<file path="src/rtl/gssb_pkg.sv">
// Shared types, constants and the channel map of the gated strip scaler event builder.
package gssb_pkg;

  // Default sizes of the strip array and the trigger scalers.
  localparam int STRIPS_PER_SLOT_DEF   = 96;
  localparam int SLOT_COUNT_DEF        = 4;
  localparam int TRIG_LINES_DEF        = 5;
  localparam int STRIP_COUNT_WIDTH_DEF = 19;

  // Fixed widths of the frame fields.
  localparam int MAX_SLOTS     = 4;
  localparam int MAX_CHANNELS  = 120;
  localparam int MAX_TRIG      = 5;
  localparam int SCALAR_WIDTH  = 31;
  localparam int WORD_WIDTH    = 32;
  localparam int CHAN_WIDTH    = 7;
  localparam int STRIP_FIELD_W = 24;

  // Event word codes.
  localparam logic [31:0] HDR_BASE      = 32'hE480_0000;
  localparam logic [31:0] TRAILER_WORD  = 32'hFFFF_FFFF;
  localparam int          SLOT_HDR_BASE = 13;
  localparam logic [30:0] TIME_STEP     = 31'd8;

  // One input frame.
  typedef struct packed {
    logic        gate_level;
    logic        busy_level;
    logic        trig_present;
    logic [4:0]  trig_hits;
    logic [63:0] slot0_hits_lo;
    logic [55:0] slot0_hits_hi;
    logic [63:0] slot1_hits_lo;
    logic [55:0] slot1_hits_hi;
    logic [63:0] slot2_hits_lo;
    logic [55:0] slot2_hits_hi;
    logic [63:0] slot3_hits_lo;
    logic [55:0] slot3_hits_hi;
  } in_t;

  // One event word.
  typedef struct packed {
    logic [31:0] event_word;
    logic        event_last;
  } out_t;

  // Control handed to every strip cell.
  typedef struct packed {
    logic step;
    logic gate;
    logic load;
    logic shift;
  } strip_ctl_t;

  // Control produced by the word sequencer.
  typedef struct packed {
    logic emit;
    logic last;
    logic shift_scalar;
    logic shift_strip;
    logic building;
  } seq_ctl_t;

  // Sequencer phases of one event.
  typedef enum logic [2:0] {
    ST_IDLE,
    ST_HDR,
    ST_SCALAR,
    ST_SLOT_HDR,
    ST_STRIP,
    ST_TRAILER
  } seq_state_t;

  // Channel read by strip j of a slot. The first 96 strips are the active channels,
  // the rest follow with the remaining channels in ascending order.
  function automatic logic [6:0] chan_map(input logic [6:0] j);
    logic [6:0] c;
    if (j < 7'd24) begin
      c = j;
    end else if (j < 7'd48) begin
      c = j + 7'd7;
    end else if (j < 7'd72) begin
      c = j + 7'd16;
    end else if (j < 7'd96) begin
      c = j + 7'd24;
    end else if (j < 7'd103) begin
      c = j - 7'd72;
    end else if (j < 7'd112) begin
      c = j - 7'd48;
    end else begin
      c = j - 7'd24;
    end
    return c;
  endfunction

endpackage

</file>
<file path="src/rtl/gssb_strip_cell.sv">
// One strip cell: a wrapping hit counter and a snapshot stage of the readout chain.
module gssb_strip_cell
  import gssb_pkg::*;
#(
  parameter int STRIP_COUNT_WIDTH = STRIP_COUNT_WIDTH_DEF
) (
  input  logic                         clk,
  input  logic                         rst_n,
  input  strip_ctl_t                   ctl,
  input  logic                         hit,
  input  logic [STRIP_COUNT_WIDTH-1:0] snap_in,
  output logic [STRIP_COUNT_WIDTH-1:0] snap_out
);

  logic [STRIP_COUNT_WIDTH-1:0] count_r;
  logic [STRIP_COUNT_WIDTH-1:0] snap_r;

  // A high gate clears the counter; otherwise a hit adds one.
  always_ff @(posedge clk) begin
    if (!rst_n) begin
      count_r <= '0;
    end else if (ctl.step) begin
      if (ctl.gate) begin
        count_r <= '0;
      end else if (hit) begin
        count_r <= count_r + 1'b1;
      end
    end
  end

  // The snapshot takes the count from before this frame's clear, then shifts toward the head.
  always_ff @(posedge clk) begin
    if (ctl.load) begin
      snap_r <= count_r;
    end else if (ctl.shift) begin
      snap_r <= snap_in;
    end
  end

  assign snap_out = snap_r;

endmodule

</file>
<file path="config.mk">
export PLATFORM = sky130hd
export DESIGN_NAME = gssb_strip_cell
export DESIGN_NICKNAME = d
export VERILOG_FILES = /design/src/rtl/gssb_pkg.sv /design/src/rtl/gssb_strip_cell.sv
export SDC_FILE = /design/constraint.sdc
export NUM_CORES = 1
export LEC_CHECK = 0
export ABC_AREA = 1
export BUFFER_PORTS_ARGS = -buffer_cell sky130_fd_sc_hd__buf_4
export CORE_ASPECT_RATIO = 0.5
export CORE_MARGIN = 4
export CORE_UTILIZATION = 50
export CTS_CLUSTER_SIZE = 16
export DETAILED_ROUTE_END_ITERATION = 10
export GPL_TIMING_DRIVEN = 1
export HOLD_SLACK_MARGIN = 0.12
export PLACE_DENSITY = 0.84
export SLEW_MARGIN = 20
export SYNTH_ARGS = -nofsm -noshare
export SYNTH_HDL_FRONTEND = slang
export SYNTH_SLANG_ARGS = --single-unit
</file>
<file path="constraint.sdc">
create_clock -name clk -period 2.58 [get_ports clk]
set_input_delay 0.516 -clock clk [delete_from_list [all_inputs] [get_ports clk]]
set_output_delay 0.516 -clock clk [all_outputs]
set_load 0.05 [all_outputs]
</file>
==> results.py <==
metrics = {
    "clock_tree": {
        "cts.path.max_buffers": 2,
        "cts_buffers": 5,
        "ctsHoldBuffers": 0,
        "cts-root-buf": "clkbuf_8",
        "h-tree-depth": 2,
        "cts_tree": "done",
        "worstSkewPairLatency_ns": 0.29,
        "cts-resized-gates": 0,
        "clock_sinks": 38,
        "postCtsSetupBuffers": 0,
        "clk_pin_slew_ns": 0.07,
    },
    "logic_synthesis": {
        "async_flop_share": 0,
        "synth.most_common_cell": "nand2_1",
        "netlist_top_cells_count": "89 x nand2_1, 24 x nor2_1, 19 x dfxtp_1, 19 x edfxtp_1, 19 x inv_1",
        "synth_flop_cell": "edfxtp_1",
        "syn_inst": 231,
        "synth_cell_types": 20,
        "synth_top_area_cell": "edfxtp_1",
        "ys_seq_elements": 38,
        "yosysSeqAreaShare": 0.530,
        "synth-edff-count": 19,
        "yosys_warnings": 0,
        "synth_area_leaders": "edfxtp_1 32%, dfxtp_1 21%, nand2_1 19%, nor2_1 5.0%, a21oi_1 4.2%",
        "synth.top_cell.area_share": 0.318,
        "syn-mean-instance-area_um2": 7.77,
        "synth_nets": 258,
        "syn-cell-area_um2": 1800,
    },
    "global_routing": {
        "grt_pass1_vias": 1410,
        "grt_start_max_net_pins": 28,
        "grt.total_usage": 0.182,
        "gr-total-overflow": 0,
        "antenna_found_initial": 0,
        "grt_pass1_wl_um": 6550,
    },
    "sta": {
        "slew_headroom": 0.705,
        "fmaxAchievable_ghz": 0.719,
        "worst_pin_slew_ns": 0.442,
        "rsz0062_at_grt": "no",
        "slew_viol_final": 0,
        "final.period_utilization": 0.539,
        "hold_violations": 0,
        "clock_skew_ns": 0.00644,
        "setup-violations-final": 0,
        "period_needed_ns": 1.39,
        "tns_ns": 0,
    },
    "placed_design": {
        "hpwl_um": 3060,
        "numPortBuffers": 44,
        "place.gp.congestion": 0.856,
    },
    "detailed_routing": {
        "ant_nets": 0,
        "vias_per_cell": 4.86,
        "wl_per_cell_um": 12.4,
        "drt-total-wl_um": 4100,
        "num_vias": 1603,
        "initialDrtViolationCount": 150,
        "dr.pass1.iters": 4,
        "detail_route.drc_violations": 0,
    },
    "die": {
        "dieArea_um2": 4670,
        "core_area_um2": 3430,
        "initial_core_util": 0.523,
        "die_x_um": 92.7,
        "ios": 45,
        "num_rows": 15,
        "die_h_um": 50.4,
    },
    "power": {
        "finalPower_mw": 1.38,
        "vdd_drop_max_v": 0.000321,
        "p_per_area_nw_per_um2": 605,
        "p_leak_nw": 0.970,
    },
    "min_path": {
        "worstHoldStart": "count_r[4]",
        "min_path_type": "reg -> reg",
    },
    "final_layout": {
        "drive_above_1_share": 0.240,
        "syn_to_final_growth_pct": 27.0,
        "fill_cells": 283,
        "diodes": 0,
        "final_nets": 305,
        "final_util": 0.664,
    },
    "setup_path": {
        "worstSetupPathType": "reg -> out",
        "worst-path-buf-inv": 1,
        "crit_start": "snap_out[16]",
        "critPathTopFamily": "flip-flops",
        "crit_path_cell_trace": "buf_4",
        "start_kind": "register",
        "cp_max_fo": 1,
        "cp.arrival_ns": 0.87,
        "reg2reg_from": "count_r[1]",
        "critical-path-max-stage-delay_ns": 0.39,
        "worst_path_max_delay_cell": "edfxtp_1",
        "crit_path_end_kind": "primary output",
        "required_ns": 2.06,
    },
    "run_status": {
        "status": "finished clean",
    },
    "job": {
        "maxCapViolations": 0,
    },
}
-- worst register-to-register path, delay by kind of cell (launching register included) --
kind | cells | cell delay [ns]
and+or+nand+nor | 7 | 0.75
DFF | 1 | 0.35
adders and majority gates | 1 | 0.17
-- per-layer routing --
metal | up-vias | track usage | share of wire
met5 | - | 0 | 0
met4 | 0 | 0.0511 | 0.0097
met3 | 6 | 0.0479 | 0.083
met2 | 68 | 0.286 | 0.45
met1 | 699 | 0.250 | 0.46
li1 | 830 | - | -
-- power by group --
part / internal (mW) / switching [mW] / total, mW
logic: 0.0691 / 0.148 / 0.217
clock network: 0.285 / 0.204 / 0.489
registers: 0.664 / 0.00863 / 0.673
-- sequential cells by signal (all words and copies together), names as in the netlist --
register and count:
count_r 19, snap_out 19
-- path summary, 6_finish.rpt --
path | end | slack [ns] | cells after the start
worst max-delay path | snap_out[16] | 1.19 | 1
worst min-delay path | count_r[4] | 0.49 | 2
worst max register to register | count_r[16] | 1.22 | 8
worst min register to register | count_r[4] | 0.49 | 2
-- cell type report --
type / count / area, um2 / share of cell area
Sequential cell: 38 / 951 / 0.417
Multi-Input combinational cell: 168 / 749 / 0.329
Timing Repair Buffer: 44 / 330 / 0.145
Clock buffer: 6 / 72.6 / 0.0318
Inverter: 21 / 78.8 / 0.0346
Clock inverter: 2 / 33.8 / 0.0148
Tap cell: 51 / 63.8 / 0.0280
-- layout by cell type, fill, tap and decap left out, types with 3 or more instances in the layout --
master,count
nand3_1,7
nand2_1,89
inv_1,19
edfxtp_1,19
nor2_4,3
clkbuf_8,5
dfxtp_1,19
o21ai_0,13
buf_4,44
nor2_1,24
a21oi_1,15
nor2_2,7
-- cell families (layout without fill, tap and decap cells) --
| family | count (synthesis) | count (layout) | share of synthesized area |
|---|---|---|---|
| AO/OA/AOI/OAI | 30 | 30 | 0.0836 |
| adder cells (fa/ha/maj) | 1 | 1 | 0.00697 |
| buffers and inverters | 25 | 73 | 0.0530 |
| flip-flops | 38 | 38 | 0.530 |
| AND/OR/NAND/NOR | 137 | 137 | 0.327 |
-- metrics by stage --
step	cells	area [um2]	setup WS, ns	hold WS (ns)
3_3_place_gp	322	2170	1.12	0.471
5_1_grt	330	2280	1.09	0.491
2_1_floorplan	231	1800	1.34	0.454
3_5_place_dp	322	2170	1.09	0.487
6_report	330	2280	1.19	0.492
4_1_cts	330	2280	1.18	0.492
(Power assumes the default switching activity.)
