**config.mk**
```make
export PLATFORM = sky130hd
export DESIGN_NAME = gssb_word_seq
export DESIGN_NICKNAME = d
export VERILOG_FILES = /design/src/rtl/gssb_pkg.sv /design/src/rtl/gssb_word_seq.sv
export SDC_FILE = /design/constraint.sdc
export NUM_CORES = 1
export LEC_CHECK = 0
export BUFFER_PORTS_ARGS = -buffer_cell sky130_fd_sc_hd__buf_2
export CORE_MARGIN = 2
export CORE_UTILIZATION = 48
export CTS_CLUSTER_DIAMETER = 150
export CTS_CLUSTER_SIZE = 25
export DETAILED_ROUTE_END_ITERATION = 12
export PLACE_DENSITY_LB_ADDON = 0.2
export SYNTH_ARGS = -nofsm -noshare
export SYNTH_HDL_FRONTEND = slang
export SYNTH_SLANG_ARGS = --single-unit
```
**constraint.sdc**
```tcl
create_clock -name clk -period 5.6 [get_ports clk]
set_input_delay 0.28 -clock clk [delete_from_list [all_inputs] [get_ports clk]]
set_output_delay 0.28 -clock clk [all_outputs]
set_load 0.02 [all_outputs]
```
**src/rtl/gssb_pkg.sv**
```systemverilog
// Shared types, constants and the channel map of the gated strip scaler event builder.
package gssb_pkg;

  // Default sizes of the strip array and the trigger scalers.
  localparam int STRIPS_PER_SLOT_DEF   = 96;
  localparam int SLOT_COUNT_DEF        = 4;
  localparam int TRIG_LINES_DEF        = 5;
  localparam int STRIP_COUNT_WIDTH_DEF = 19;

  // Fixed widths of the frame fields.
  localparam int MAX_SLOTS     = 4;
  localparam int MAX_CHANNELS  = 120;
  localparam int MAX_TRIG      = 5;
  localparam int SCALAR_WIDTH  = 31;
  localparam int WORD_WIDTH    = 32;
  localparam int CHAN_WIDTH    = 7;
  localparam int STRIP_FIELD_W = 24;

  // Event word codes.
  localparam logic [31:0] HDR_BASE      = 32'hE480_0000;
  localparam logic [31:0] TRAILER_WORD  = 32'hFFFF_FFFF;
  localparam int          SLOT_HDR_BASE = 13;
  localparam logic [30:0] TIME_STEP     = 31'd8;

  // One input frame.
  typedef struct packed {
    logic        gate_level;
    logic        busy_level;
    logic        trig_present;
    logic [4:0]  trig_hits;
    logic [63:0] slot0_hits_lo;
    logic [55:0] slot0_hits_hi;
    logic [63:0] slot1_hits_lo;
    logic [55:0] slot1_hits_hi;
    logic [63:0] slot2_hits_lo;
    logic [55:0] slot2_hits_hi;
    logic [63:0] slot3_hits_lo;
    logic [55:0] slot3_hits_hi;
  } in_t;

  // One event word.
  typedef struct packed {
    logic [31:0] event_word;
    logic        event_last;
  } out_t;

  // Control handed to every strip cell.
  typedef struct packed {
    logic step;
    logic gate;
    logic load;
    logic shift;
  } strip_ctl_t;

  // Control produced by the word sequencer.
  typedef struct packed {
    logic emit;
    logic last;
    logic shift_scalar;
    logic shift_strip;
    logic building;
  } seq_ctl_t;

  // Sequencer phases of one event.
  typedef enum logic [2:0] {
    ST_IDLE,
    ST_HDR,
    ST_SCALAR,
    ST_SLOT_HDR,
    ST_STRIP,
    ST_TRAILER
  } seq_state_t;

  // Channel read by strip j of a slot. The first 96 strips are the active channels,
  // the rest follow with the remaining channels in ascending order.
  function automatic logic [6:0] chan_map(input logic [6:0] j);
    logic [6:0] c;
    if (j < 7'd24) begin
      c = j;
    end else if (j < 7'd48) begin
      c = j + 7'd7;
    end else if (j < 7'd72) begin
      c = j + 7'd16;
    end else if (j < 7'd96) begin
      c = j + 7'd24;
    end else if (j < 7'd103) begin
      c = j - 7'd72;
    end else if (j < 7'd112) begin
      c = j - 7'd48;
    end else begin
      c = j - 7'd24;
    end
    return c;
  endfunction

endpackage

```
**src/rtl/gssb_word_seq.sv**
```systemverilog
// Event word sequencer: walks header, scalers, slot headers, strips and trailer.
module gssb_word_seq
  import gssb_pkg::*;
#(
  parameter int STRIPS_PER_SLOT   = STRIPS_PER_SLOT_DEF,
  parameter int SLOT_COUNT        = SLOT_COUNT_DEF,
  parameter int TRIG_LINES        = TRIG_LINES_DEF,
  parameter int STRIP_COUNT_WIDTH = STRIP_COUNT_WIDTH_DEF
) (
  input  logic                         clk,
  input  logic                         rst_n,
  input  logic                         step,
  input  logic                         start,
  input  logic [SCALAR_WIDTH-1:0]      scalar_head,
  input  logic [STRIP_COUNT_WIDTH-1:0] strip_head,
  output seq_ctl_t                     ctl,
  output logic [WORD_WIDTH-1:0]        word
);

  localparam int NSCAL = 3 + TRIG_LINES;
  localparam int SCW   = $clog2(NSCAL);
  localparam int SLW   = (SLOT_COUNT > 1) ? $clog2(SLOT_COUNT) : 1;
  localparam int SW    = (STRIPS_PER_SLOT > 1) ? $clog2(STRIPS_PER_SLOT) : 1;

  seq_state_t     state_r, state_nxt;
  logic [SCW-1:0] scalar_idx_r, scalar_idx_nxt;
  logic [SLW-1:0] slot_idx_r, slot_idx_nxt;
  logic [SW-1:0]  strip_idx_r, strip_idx_nxt;

  // Next phase and position, advanced once per accepted frame.
  always_comb begin
    state_nxt      = state_r;
    scalar_idx_nxt = scalar_idx_r;
    slot_idx_nxt   = slot_idx_r;
    strip_idx_nxt  = strip_idx_r;
    if (step) begin
      case (state_r)
        ST_IDLE: begin
          if (start) begin
            state_nxt = ST_HDR;
          end
        end
        ST_HDR: begin
          state_nxt      = ST_SCALAR;
          scalar_idx_nxt = '0;
        end
        ST_SCALAR: begin
          if (scalar_idx_r == SCW'(NSCAL - 1)) begin
            state_nxt    = ST_SLOT_HDR;
            slot_idx_nxt = '0;
          end else begin
            scalar_idx_nxt = scalar_idx_r + 1'b1;
          end
        end
        ST_SLOT_HDR: begin
          state_nxt     = ST_STRIP;
          strip_idx_nxt = '0;
        end
        ST_STRIP: begin
          if (strip_idx_r == SW'(STRIPS_PER_SLOT - 1)) begin
            if (slot_idx_r == SLW'(SLOT_COUNT - 1)) begin
              state_nxt = ST_TRAILER;
            end else begin
              state_nxt    = ST_SLOT_HDR;
              slot_idx_nxt = slot_idx_r + 1'b1;
            end
          end else begin
            strip_idx_nxt = strip_idx_r + 1'b1;
          end
        end
        ST_TRAILER: begin
          state_nxt = ST_IDLE;
        end
        default: begin
          state_nxt = ST_IDLE;
        end
      endcase
    end
  end

  always_ff @(posedge clk) begin
    if (!rst_n) begin
      state_r      <= ST_IDLE;
      scalar_idx_r <= '0;
      slot_idx_r   <= '0;
      strip_idx_r  <= '0;
    end else begin
      state_r      <= state_nxt;
      scalar_idx_r <= scalar_idx_nxt;
      slot_idx_r   <= slot_idx_nxt;
      strip_idx_r  <= strip_idx_nxt;
    end
  end

  // Word contents and chain shifts for the current phase.
  always_comb begin
    ctl.building     = (state_r != ST_IDLE);
    ctl.emit         = step && (state_r != ST_IDLE);
    ctl.last         = 1'b0;
    ctl.shift_scalar = 1'b0;
    ctl.shift_strip  = 1'b0;
    word             = HDR_BASE;
    case (state_r)
      ST_IDLE: begin
        word = HDR_BASE;
      end
      ST_HDR: begin
        word = HDR_BASE;
      end
      ST_SCALAR: begin
        word             = {1'b0, scalar_head};
        ctl.shift_scalar = step;
      end
      ST_SLOT_HDR: begin
        word = HDR_BASE | (32'(SLOT_HDR_BASE) + 32'(slot_idx_r));
      end
      ST_STRIP: begin
        word            = {1'b0, chan_map(7'(strip_idx_r)), STRIP_FIELD_W'(strip_head)};
        ctl.shift_strip = step;
      end
      ST_TRAILER: begin
        word     = TRAILER_WORD;
        ctl.last = 1'b1;
      end
      default: begin
        word = HDR_BASE;
      end
    endcase
  end

endmodule

```
==> summary.md, run 1 <==
| Metric | Value |
|---|---|
| Result of the run | completed |
| Buffers plus inverters on the worst setup path | 2 |
| Ant. Diodes | 0 |
| Compound-cell area share of the yosys netlist | 30.4% |
| Main area contributors after synthesis | sky130_fd_sc_hd__dfxtp_1, sky130_fd_sc_hd__nand2_1, sky130_fd_sc_hd__o21ai_0 |
| Residual DRC count | 0 |
| Core Region | 3610 um2 |
| Vias after detailed routing | 2107 |
| DIE HEIGHT | 64.8 um |
| Critical Path Slowest Stage Cell | sky130_fd_sc_hd__nor2b_1 |
| Worst setup path category | reg2out |
| Detailed placement HPWL | 3990 um |
| Post-layout min period | 2.81 ns |
| Kind of cell adding the most delay to the critical path | simple AND/OR/NAND/NOR gates |
| Deepest level of the CTS H-tree | 1 |
| Number of synthesized register bits | 15 |
| Number of enable-type register cells in the synthesized netlist | 0 |
| Yosys warning total | 0 |
| Commonest cells in the synthesized netlist | sky130_fd_sc_hd__nand2_1, sky130_fd_sc_hd__o21ai_0, sky130_fd_sc_hd__nor2_1 |
| Max-slew violation count | 0 |
| Stages on worst setup path | 5 |
| I/O pin count | 91 |
| Multiplexer area fraction after synthesis | 5.14% |
| Root buffer cell | sky130_fd_sc_hd__clkbuf_8 |
| Worst slack on hold paths | 0.365 ns |
| Primary FF master, synth | sky130_fd_sc_hd__dfxtp_1 |
| Area share of the largest cell type after synthesis | 16.9% |
| Arrival time at the worst endpoint | 2.53 ns |
| Share of async-settable or async-resettable flops after synthesis | 0% |
| Most numerous cell in the Yosys netlist | sky130_fd_sc_hd__nand2_1 |
| Final wirelength | 5130 um |
| Maximum single-stage delay on the critical path | 1.01 ns |
| Post-CTS setup buffers | 0 |
| Total power density per cell area | 169 nW/um2 |
| Leakage power of the design | 1.13 nW |
| Count of cells along the worst hold path | 3 |
| Basic-gate share of the synthesized area counting and, or, nand and nor cells | 28.3% |
| Horizontal die dimension | 64.8 um |
| Adder-Cell Fraction of Synth Area | 8.45% |
| Clock Sink Count | 15 |
| Yosys top cell by area | sky130_fd_sc_hd__dfxtp_1 |
| Die Area | 4200 um2 |
| Setup-violating endpoint count in the final report | 0 |
| Clock transition at the registers of the reported paths | 0.06 ns |
| Overflow after GRT | 0 |
| Synthesized cell area | 1780 um2 |
| Largest family of logic cells by synthesized area | compound AO/OA/AOI/OAI gates |
| Area grow syn2layout | 26.8% |
| Final routed wire length divided by cell count | 13.3 um |
| Synth Instances | 261 |
| Max IR drop VDD | 0.182 mV |
| Kind of launch point of the worst setup path | flop |
| Worst clock skew on the final layout | 0.00563 ns |
| Final critical-path share of the clock period | 50.1% |
| Antenna violations before repair | 0 |
| Initial Utilization | 49.3% |
| Fmax | 0.356 GHz |
| Worst slew margin relative to its limit | 17.5% |
| Clock latency of the later-clocked register in the worst-skew pair | 0.25 ns |
| Transition at the pin with the smallest max-transition slack | 1.24 ns |
| Final hold violation count | 0 |
| Number of I/O port buffers | 90 |
| Depth of the most critical reg-to-reg path | 4 |
| Largest net degree at the start of global routing | 32 |
| Via density per instance | 5.46 |
| Number of cell rows | 22 |
| TritonCTS buffer count | 3 |
| Hold Crit Class | in2reg |
| Wire length of the first global-routing pass | 8250 um |
| Post-synthesis average cell area | 6.81 um2 |
| RSZ-0062 raised after global routing | false |
| Maximum Capacitance Violations | 0 |
| Worst Setup End Kind | output pin |
| Crit-path cells | nor2b_1, nand2_1, inv_1, a221o_1, buf_2 |
| DRT iter0 DRCs | 65 |
| Clock tree from TritonCTS | done |
| Layout cell share with drive strength beyond 1 | 30.5% |
| Number of distinct library cell variants in the gate-level netlist after synthesis | 55 |
| GPL Wtd Cong | 0.840 |
| Cts repair resizes | 0 |
| # fillers | 338 |
| Highest net fanout along the worst path | 24 |
| Via count of the first global-routing pass | 1871 |
| Setup TNS | 0 ns |
| Required time of the worst setup path | 5.32 ns |
| Number of nets in the synthesized netlist | 327 |
| Sequential element share of the synthesized area | 16.9% |
| Count of nets left with antenna violations after detail routing | 0 |
| Post-Synth XOR/XNOR Area | 3.45% |
| Combined global-route utilization of all metal layers | 24.3% |
| Number of nets in the layout | 405 |
| Bufs on Longest Clock Path | 2 |
| First-pass DRT Iterations | 4 |
| Hold-fix buffers, CTS | 0 |
[sequential cells by signal, indices dropped and copies added (netlist names)]
signal and count:
strip_idx_r 7, scalar_idx_r 3, state_r 3, slot_idx_r 2
[stage by stage]
step,instance area (um2),worst slack [ns],std cells,util [%],power (mW)
2_1_floorplan,1780,3.36,261,-,0.241
3_3_place_gp,2210,3.14,382,61.2,0.298
3_5_place_dp,2210,3.06,382,61.2,0.298
4_1_cts,2250,2.79,386,62.5,0.385
5_1_grt,2250,2.54,386,62.5,0.404
6_report,2250,2.79,386,62.5,0.382
[final timing paths]
check,from,to,slack (ns)
worst max-delay path,state_r[2]$_SDFFE_PN0P_,word[27],2.79
worst min-delay path,rst_n,state_r[2]$_SDFFE_PN0P_,0.37
worst max register to register,state_r[2]$_SDFFE_PN0P_,slot_idx_r[1]$_SDFFE_PN0P_,3.29
worst min register to register,slot_idx_r[1]$_SDFFE_PN0P_,slot_idx_r[1]$_SDFFE_PN0P_,0.48
[per-layer routing]
layer | global-route usage (%) | routed length [um] | share of wire [%] | vias up
met3 | 3.30 | 373 | 7.3 | 8
li1 | - | - | - | 1080
met4 | 9.57 | 95 | 1.9 | 0
met1 | 29.0 | 2140 | 42 | 940
met5 | 0 | 0 | 0 | -
met2 | 43.6 | 2520 | 49 | 79
[worst reg2reg max path, cell delays in order, from the launching register on]
cell,delay [ns]
sky130_fd_sc_hd__dfxtp_1,0.54
sky130_fd_sc_hd__nor2b_1,1.02
sky130_fd_sc_hd__and3_1,0.37
sky130_fd_sc_hd__a32o_1,0.17
sky130_fd_sc_hd__o21ai_0,0.10
[power breakdown]
part | switching (mW) | leakage (nW) | internal [mW]
logic | 0.110 | 0.985 | 0.0658
clock network | 0.0362 | 0.0228 | 0.0503
registers | 0.00887 | 0.121 | 0.110
[layout make-up]
class	count	area (um2)	area share (%)
inverter	12	45.0	2.00
multi-input combinational	216	1350	59.7
tap	48	60.1	2.67
timing repair buffer	91	458	20.3
clock buffer	4	45.0	2.00
sequential	15	300	13.3
[kinds of logic after synthesis]
group	Yosys count
AOI/OAI and AO/OA	81
xor gates and xnor gates	7
adders and majority gates	12
buffers and inverters	30
DFF	15
muxes	9
and+or+nand+nor	107
[cell usage in the layout, fill, tap and decap left out, drive strengths merged, types with 6 or more instances in the layout]
| cell | Yosys | routed |
|---|---|---|
| o21ai | 34 | 34 |
| xnor2 | 7 | 7 |
| inv | 12 | 12 |
| nor3 | 6 | 6 |
| nand2 | 53 | 53 |
| nor2 | 18 | 18 |
| nand3 | 8 | 8 |
| ha | 12 | 12 |
| dfxtp | 15 | 15 |
| a21oi | 13 | 13 |
| nand2b | 6 | 6 |
| mux2i | 8 | 8 |
| buf | 10 | 91 |
(Power assumes the default switching activity.)
==> run 2: changes to the inputs <==
--- a/config.mk
+++ b/config.mk
@@ -7,7 +7,7 @@
 export LEC_CHECK = 0
 export BUFFER_PORTS_ARGS = -buffer_cell sky130_fd_sc_hd__buf_2
 export CORE_MARGIN = 2
-export CORE_UTILIZATION = 48
+export CORE_UTILIZATION = 42
 export CTS_CLUSTER_DIAMETER = 150
 export CTS_CLUSTER_SIZE = 25
 export DETAILED_ROUTE_END_ITERATION = 12
==> constraint.sdc (replaced) <==
create_clock -name clk -period 2.29 [get_ports clk]
set_input_delay 0.1145 -clock clk [delete_from_list [all_inputs] [get_ports clk]]
set_output_delay 0.1145 -clock clk [all_outputs]
set_load 0.02 [all_outputs]
==> run 2 against run 1 <==
Net effect:
- clock power rose to 2.6 times the previous value
- sequential share of layout area down 0.40 points
- sequential power rose by 140%
- highest routed layer unchanged
- worst setup slack got worse by 2.7 ns
- critical path depth up 2
- largest cell class unchanged
- clock skew decreased by 0.0020 ns
- largest power group unchanged
- critical path type unchanged
- total power rose to 2.5 times the previous value
- global-route usage is 2.6 points lower
==> summary.md, run 2 (synthesis results as in run 1) <==
| Metric | Value |
|---|---|
| Cell type with the highest occurrence count on the critical path | sky130_fd_sc_hd__a21oi_1 |
| Number of I/O port buffers | 90 |
| Number of flip-flops under the largest register name | 7 |
| Kind of launch point of the worst setup path | flop |
| First-pass DRT Iterations | 4 |
| Residual DRC count | 0 |
| Antenna violations before repair | 0 |
| Ant. Diodes | 0 |
| Leakage power of the design | 1.19 nW |
| Worst slack on hold paths | 0.201 ns |
| Largest net degree at the start of global routing | 23 |
| Setup TNS | 0 ns |
| Combined global-route utilization of all metal layers | 21.7% |
| Maximum single-stage delay on the critical path | 0.40 ns |
| Via count of the first global-routing pass | 1866 |
| Overflow after GRT | 0 |
| Final hold violation count | 0 |
| # fillers | 397 |
| DIE HEIGHT | 69.0 um |
| Regs by FF count | strip_idx_r x7, scalar_idx_r x3, state_r x3 |
| DRT iter0 DRCs | 192 |
| Post-layout min period | 2.21 ns |
| Most common cell after layout, fill and taps aside | sky130_fd_sc_hd__buf_2 |
| Kind of cell adding the most delay to the critical path | compound AO/OA/AOI/OAI gates |
| Worst setup path category | reg2out |
| Buffers plus inverters on the worst setup path | 2 |
| Final routed wire length divided by cell count | 13.3 um |
| Bufs on Longest Clock Path | 2 |
| Transition at the pin with the smallest max-transition slack | 0.465 ns |
| Number of cell rows | 23 |
| Root buffer cell | sky130_fd_sc_hd__clkbuf_8 |
| Worst clock skew on the final layout | 0.00362 ns |
| RSZ-0062 raised after global routing | false |
| Largest reg by FF count | strip_idx_r |
| Die Area | 4770 um2 |
| Max-slew violation count | 0 |
| Hold-fix buffers, CTS | 0 |
| Final wirelength | 5320 um |
| Setup-violating endpoint count in the final report | 0 |
| Clock Sink Count | 15 |
| Highest net fanout along the worst path | 5 |
| Max IR drop VDD | 0.412 mV |
| Layout Utilization | 58.1% |
| Post-placement cell area | 2290 um2 |
| Worst Setup End Kind | output pin |
| I/O pin count | 91 |
| Arrival time at the worst endpoint | 2.09 ns |
| Worst slew margin relative to its limit | 68.7% |
| Wire length of the first global-routing pass | 8850 um |
| Maximum Capacitance Violations | 0 |
| TritonCTS buffer count | 3 |
| Clock tree from TritonCTS | done |
| Hold Crit Class | in2reg |
| Critical Path Slowest Stage Cell | sky130_fd_sc_hd__dfxtp_1 |
| Required time of the worst setup path | 2.18 ns |
| Vias after detailed routing | 2136 |
| Result of the run | completed |
| Deepest level of the CTS H-tree | 1 |
| Commonest cells after routing, fill and taps aside | sky130_fd_sc_hd__buf_2, sky130_fd_sc_hd__nand2_1, sky130_fd_sc_hd__o21ai_0 |
| Detailed placement HPWL | 4130 um |
| Crit-path cells | inv_1, ha_1, a21oi_1, a22o_1, a21oi_1, a221o_1, buf_2 |
| Layout cell share with drive strength beyond 1 | 33.5% |
| Horizontal die dimension | 69.0 um |
| Final design instance area without fill | 2340 um2 |
| Clock latency of the later-clocked register in the worst-skew pair | 0.26 ns |
| Final critical-path share of the clock period | 96.3% |
| Fmax | 0.453 GHz |
| Initial Utilization | 44.1% |
| Number of nets in the layout | 416 |
| Post-CTS setup buffers | 0 |
| GPL Wtd Cong | 0.863 |
| Core Region | 4030 um2 |
| Count of nets left with antenna violations after detail routing | 0 |
| Total power density per cell area | 411 nW/um2 |
| Via density per instance | 5.35 |
| Area grow syn2layout | 31.8% |
| Clock transition at the registers of the reported paths | 0.06 ns |
[run 2: report_power, final]
part	internal, mW	switching (mW)	total, mW
Clock	0.121	0.102	0.223
Combinational	0.174	0.277	0.451
Sequential	0.270	0.0191	0.289
[run 2: layer usage]
| metal | GRT usage, % | wire (um) |
|---|---|---|
| met1 | 27.8 | 2280 |
| met2 | 37.6 | 2580 |
| met3 | 3.36 | 374 |
| met4 | 6.10 | 87 |
| met5 | 0 | 0 |
[run 2: worst reg2reg max path, stage by stage (launching register included)]
cell and delay, ns:
sky130_fd_sc_hd__dfxtp_1 0.35, sky130_fd_sc_hd__ha_1 0.23, sky130_fd_sc_hd__and3_4 0.21, sky130_fd_sc_hd__a311oi_4 0.39, sky130_fd_sc_hd__o21ai_2 0.13, sky130_fd_sc_hd__or3_1 0.33, sky130_fd_sc_hd__a21oi_1 0.14
[run 2: final timing paths]
check	startpoint	to	slack, ns	depth (start not counted)
worst max-delay path	strip_idx_r[0]$_SDFFE_PN0P_	word[28]	0.08	7
worst min-delay path	rst_n	slot_idx_r[1]$_SDFFE_PN0P_	0.20	3
worst max register to register	strip_idx_r[0]$_SDFFE_PN0P_	strip_idx_r[3]$_SDFFE_PN0P_	0.44	6
worst min register to register	slot_idx_r[1]$_SDFFE_PN0P_	slot_idx_r[1]$_SDFFE_PN0P_	0.48	2
[run 2: metrics by stage]
step                      setup WS [ns]  power, mW  instances
after floorplan                   0.219      0.589        261
after global placement            0.369      0.743        395
after detailed placement          0.348      0.746        395
after CTS                        0.0674      0.964        399
after global routing             0.0213       1.02        399
final                            0.0844      0.963        399
[run 2: repair_timing]
action                     in CTS  in global routing
setup endpoints to repair       0                  3
hold endpoints to repair        0                  0
gates resized for setup         0                  2
[run 2: layout make-up]
type	instances	area [um2]	share of cell area (%)
Clock buffer	3	41.3	1.76
Clock inverter	1	5.00	0.214
Inverter	12	45.0	1.92
Multi-Input combinational cell	216	1350	57.4
Sequential cell	15	303	12.9
Tap cell	50	62.6	2.67
Timing Repair Buffer	102	541	23.1
